### config.mk
export PLATFORM = sky130hd
export DESIGN_NAME = oli_ram
export DESIGN_NICKNAME = d
export VERILOG_FILES = /design/src/design/oli_ram.sv
export SDC_FILE = /design/constraint.sdc
export NUM_CORES = 1
export LEC_CHECK = 0
export BUFFER_PORTS_ARGS = -buffer_cell sky130_fd_sc_hd__buf_2
export CORE_ASPECT_RATIO = 0.9
export CORE_UTILIZATION = 35
export DETAILED_ROUTE_END_ITERATION = 7
export HOLD_SLACK_MARGIN = 0.06
export PLACE_DENSITY = 0.5
export SYNTH_ARGS = -nofsm -noshare
export SYNTH_HDL_FRONTEND = slang
export SYNTH_SLANG_ARGS = --single-unit
### constraint.sdc
create_clock -name clk -period 5.91 [get_ports clk]
set_clock_uncertainty 0.2 [all_clocks]
set_input_delay 0.591 -clock clk [delete_from_list [all_inputs] [get_ports clk]]
set_output_delay 0.591 -clock clk [all_outputs]
set_load 0.03 [all_outputs]
### src/design/oli_ram.sv
module oli_ram #(
    parameter int WIDTH = 32,
    parameter int DEPTH = 16
) (
    input  logic                                   clk,
    input  logic                                   we,
    input  logic [((DEPTH > 1) ? $clog2(DEPTH) : 1)-1:0] waddr,
    input  logic [WIDTH-1:0]                       wdata,
    input  logic                                   re,
    input  logic [((DEPTH > 1) ? $clog2(DEPTH) : 1)-1:0] raddr,
    output logic [WIDTH-1:0]                       rdata
);

    logic [WIDTH-1:0] mem [DEPTH];
    logic [WIDTH-1:0] rdata_reg;

    always_ff @(posedge clk)
    begin
        if (we)
        begin
            mem[waddr] <= wdata;
        end
        // read data holds while re is low
        if (re)
        begin
            rdata_reg <= mem[raddr];
        end
    end

    assign rdata = rdata_reg;

endmodule

==> impl_metrics.ini <==
[layout]
n_fill_cell = 4991
multi_input_area_um2 = 3750
drive_gt1_frac = 0.328
syn_to_final_growth_pct = 15.7
stdcell_count = 1757
fin_nets = 995
regArea_um2 = 16300
largest_register_ffs = 512

[setup_path]
cp.depth = 5
cp_data_required_time_ns = 6.06
crit_start = raddr[0]
r2r_setup_slack_ns = 4.23
cp_num_buf_inv = 2
r2r_end = rdata[25]
path_max_fanout = 63
critPathTopFamily = buffers and inverters
worstSetupEndpointType = flop
cp_slowest_cell = clkbuf_8
endpoint = rdata[8]
path_cells = clkbuf_8, buf_4, mux4_2, a22oi_1, nand2_1
crit_arrival_ns = 2.66
cp-start-kind = input port
cp_slowest_stage_delay_ns = 0.63
ff2ff_path_depth = 3
r2r-start = mem[11][25]
critPathKind = input port to flop

[job]
maxCapViolations = 0

[clocking]
clk_latency_ns = 0.61
cts_setup_buffers = 0
cts.sinks = 544
cts_max_level = 2
clk_pin_slew_ns = 0.06
cts_tree = built
cts_hold_buf = 0
clk_path_buf_depth = 3
cts_resized = 0
cts_root_buffer = clkbuf_16
cts-buffers-inserted = 56

[placement]
preCtsSetupSlack_ns = 2.68
place_congestion = 0.665
dp_hpwl_um = 20500
portBuffers = 74
dpl.cell_count = 1659

[timing]
fin_setup_tns_ns = 0
rsz0062_at_grt = no
layout_setup_ws_ns = 3.40
finalCritPeriodShare = 0.425
period_minus_slack_ns = 2.51
max_freq_mhz = 398
worst_pin_slew_ns = 0.990
relSlewSlack = 0.339
finalSetupViolations = 0
hold_viol = 0
slew_violations = 0

[die]
dieArea_um2 = 58600
rows = 83
coreArea_um2 = 57000
dieHeight_um = 230
io_pins = 75
die_w_um = 255
start_util = 0.354

[synth]
synth-async-reset-ratio = 0
syn_nets = 881
syn-cell-area_um2 = 20200
ys_warn_count = 0
synth.yosys.seq_area_share = 0.810
synth-seq-cells = 544
synth-edff-count = 544
netlist-cell-type-count = 17
synthFlopType = edfxtp_1
syn_inst = 838
synth_area_per_cell_um2 = 24.1

[min_path]
hold_class = input port to flop
hp-start = wdata[11]
worstHoldPathCells = 1

[grt]
grt_overflow = 0
antenna_found_initial = 4
grt_busiest_layer = met2
gr-usage-all-layers = 0.160
met2_usage = 0.240
grt_pass1_wl_um = 66300
grt_start_max_net_pins = 65
grt_use_met1 = 0.236
met3_usage = 0.0369
grt_pass1_vias = 9575

[route]
postRouteAntennaNets = 0
wl_per_cell_um = 25.8
drc = 0
via_per_inst = 5.12
drt-initial-drc-count = 775
firstDrtPassIters = 5
num_vias = 8996
wl_um = 45400

[status]
outcome = finished clean

[pwr]
power_density_nw_per_um2 = 347
p_leak_nw = 7.36
ir_drop_uv = 184
## per-layer routing
layer	part of all wire	vias up
met2	0.45	245
met4	0.017	6
met1	0.46	4844
met5	0.0010	-
met3	0.063	68
li1	-	3833
## cell families (layout without fill, tap and decap cells)
| kind of cell | after synthesis | in the layout | synth area share |
|---|---|---|---|
| mux | 128 | 128 | 0.143 |
| compound gates | 64 | 64 | 0.0238 |
| other cells | 0 | 2 | 0 |
| buf+inv | 43 | 195 | 0.0110 |
| flops | 544 | 544 | 0.810 |
| simple gates | 59 | 59 | 0.0125 |
## cells in the final DEF, fill, tap and decap left out, types with 4 or more instances in the layout
| cell | n |
|---|---|
| edfxtp_1 | 544 |
| mux4_2 | 128 |
| buf_2 | 72 |
| a22oi_1 | 64 |
| clkbuf_16 | 57 |
| nand2_1 | 33 |
| buf_4 | 24 |
| clkinv_1 | 14 |
| nor2_4 | 13 |
| clkinv_2 | 13 |
| clkbuf_1 | 5 |
| nor3_2 | 4 |
| bufinv_16 | 4 |
## worst reg2reg max path, cell delays in order, from the launching register on
cell	delay, ns
edfxtp_1	0.36
mux4_2	0.47
a22oi_1	0.25
nand2_1	0.13
## worst min-delay path by stage
stage	end	slack (ns)
floorplan	mem[0][0]	0.49
global placement	rdata[4]	0.53
detailed placement	rdata[8]	0.54
CTS	mem[4][12]	0.12
global route	mem[11][15]	0.14
finish	mem[10][11]	0.16
## report_power, final
part	switching (mW)	leakage, nW	internal, mW	total [mW]
clock	1.41	0.851	1.91	3.32
sequential	0.0225	4.94	4.35	4.37
combinational	0.258	1.57	0.148	0.406
total	1.69	7.36	6.41	8.10
## cells in the mapped netlist, types with 2 or more instances
| cell type | n | area [µm²] |
|---|---|---|
| clkbuf_1 | 17 | 63.8 |
| nand2_1 | 33 | 124 |
| mux4_2 | 128 | 2880 |
| buf_2 | 4 | 20.0 |
| nor2_1 | 13 | 48.8 |
| nand2b_1 | 2 | 12.5 |
| nor2b_1 | 2 | 12.5 |
| nand3b_1 | 2 | 15.0 |
| buf_1 | 9 | 33.8 |
| nor3_1 | 4 | 20.0 |
| buf_6 | 2 | 22.5 |
| edfxtp_1 | 544 | 16300 |
| buf_4 | 11 | 82.6 |
| a22oi_1 | 64 | 480 |
## through the flow
stage | hold slack [ns] | power, mW | util | instance area, µm²
4_1_cts | 0.118 | 8.20 | 0.409 | 23300
5_1_grt | 0.138 | 8.37 | 0.409 | 23300
3_3_place_gp | 0.534 | 4.86 | 0.379 | 21600
3_5_place_dp | 0.538 | 4.87 | 0.379 | 21600
6_report | 0.155 | 8.10 | 0.409 | 23300
2_1_floorplan | 0.490 | 4.69 | - | 20200
## cell type report
| cell class | instances | area share |
|---|---|---|
| timing repair buffer | 99 | 0.0251 |
| multi-input combinational | 251 | 0.161 |
| antenna | 2 | 0.000214 |
| tap | 765 | 0.0410 |
| clock inverter | 34 | 0.0113 |
| sequential | 544 | 0.700 |
| clock buffer | 62 | 0.0619 |
(Power assumes the default switching activity.)
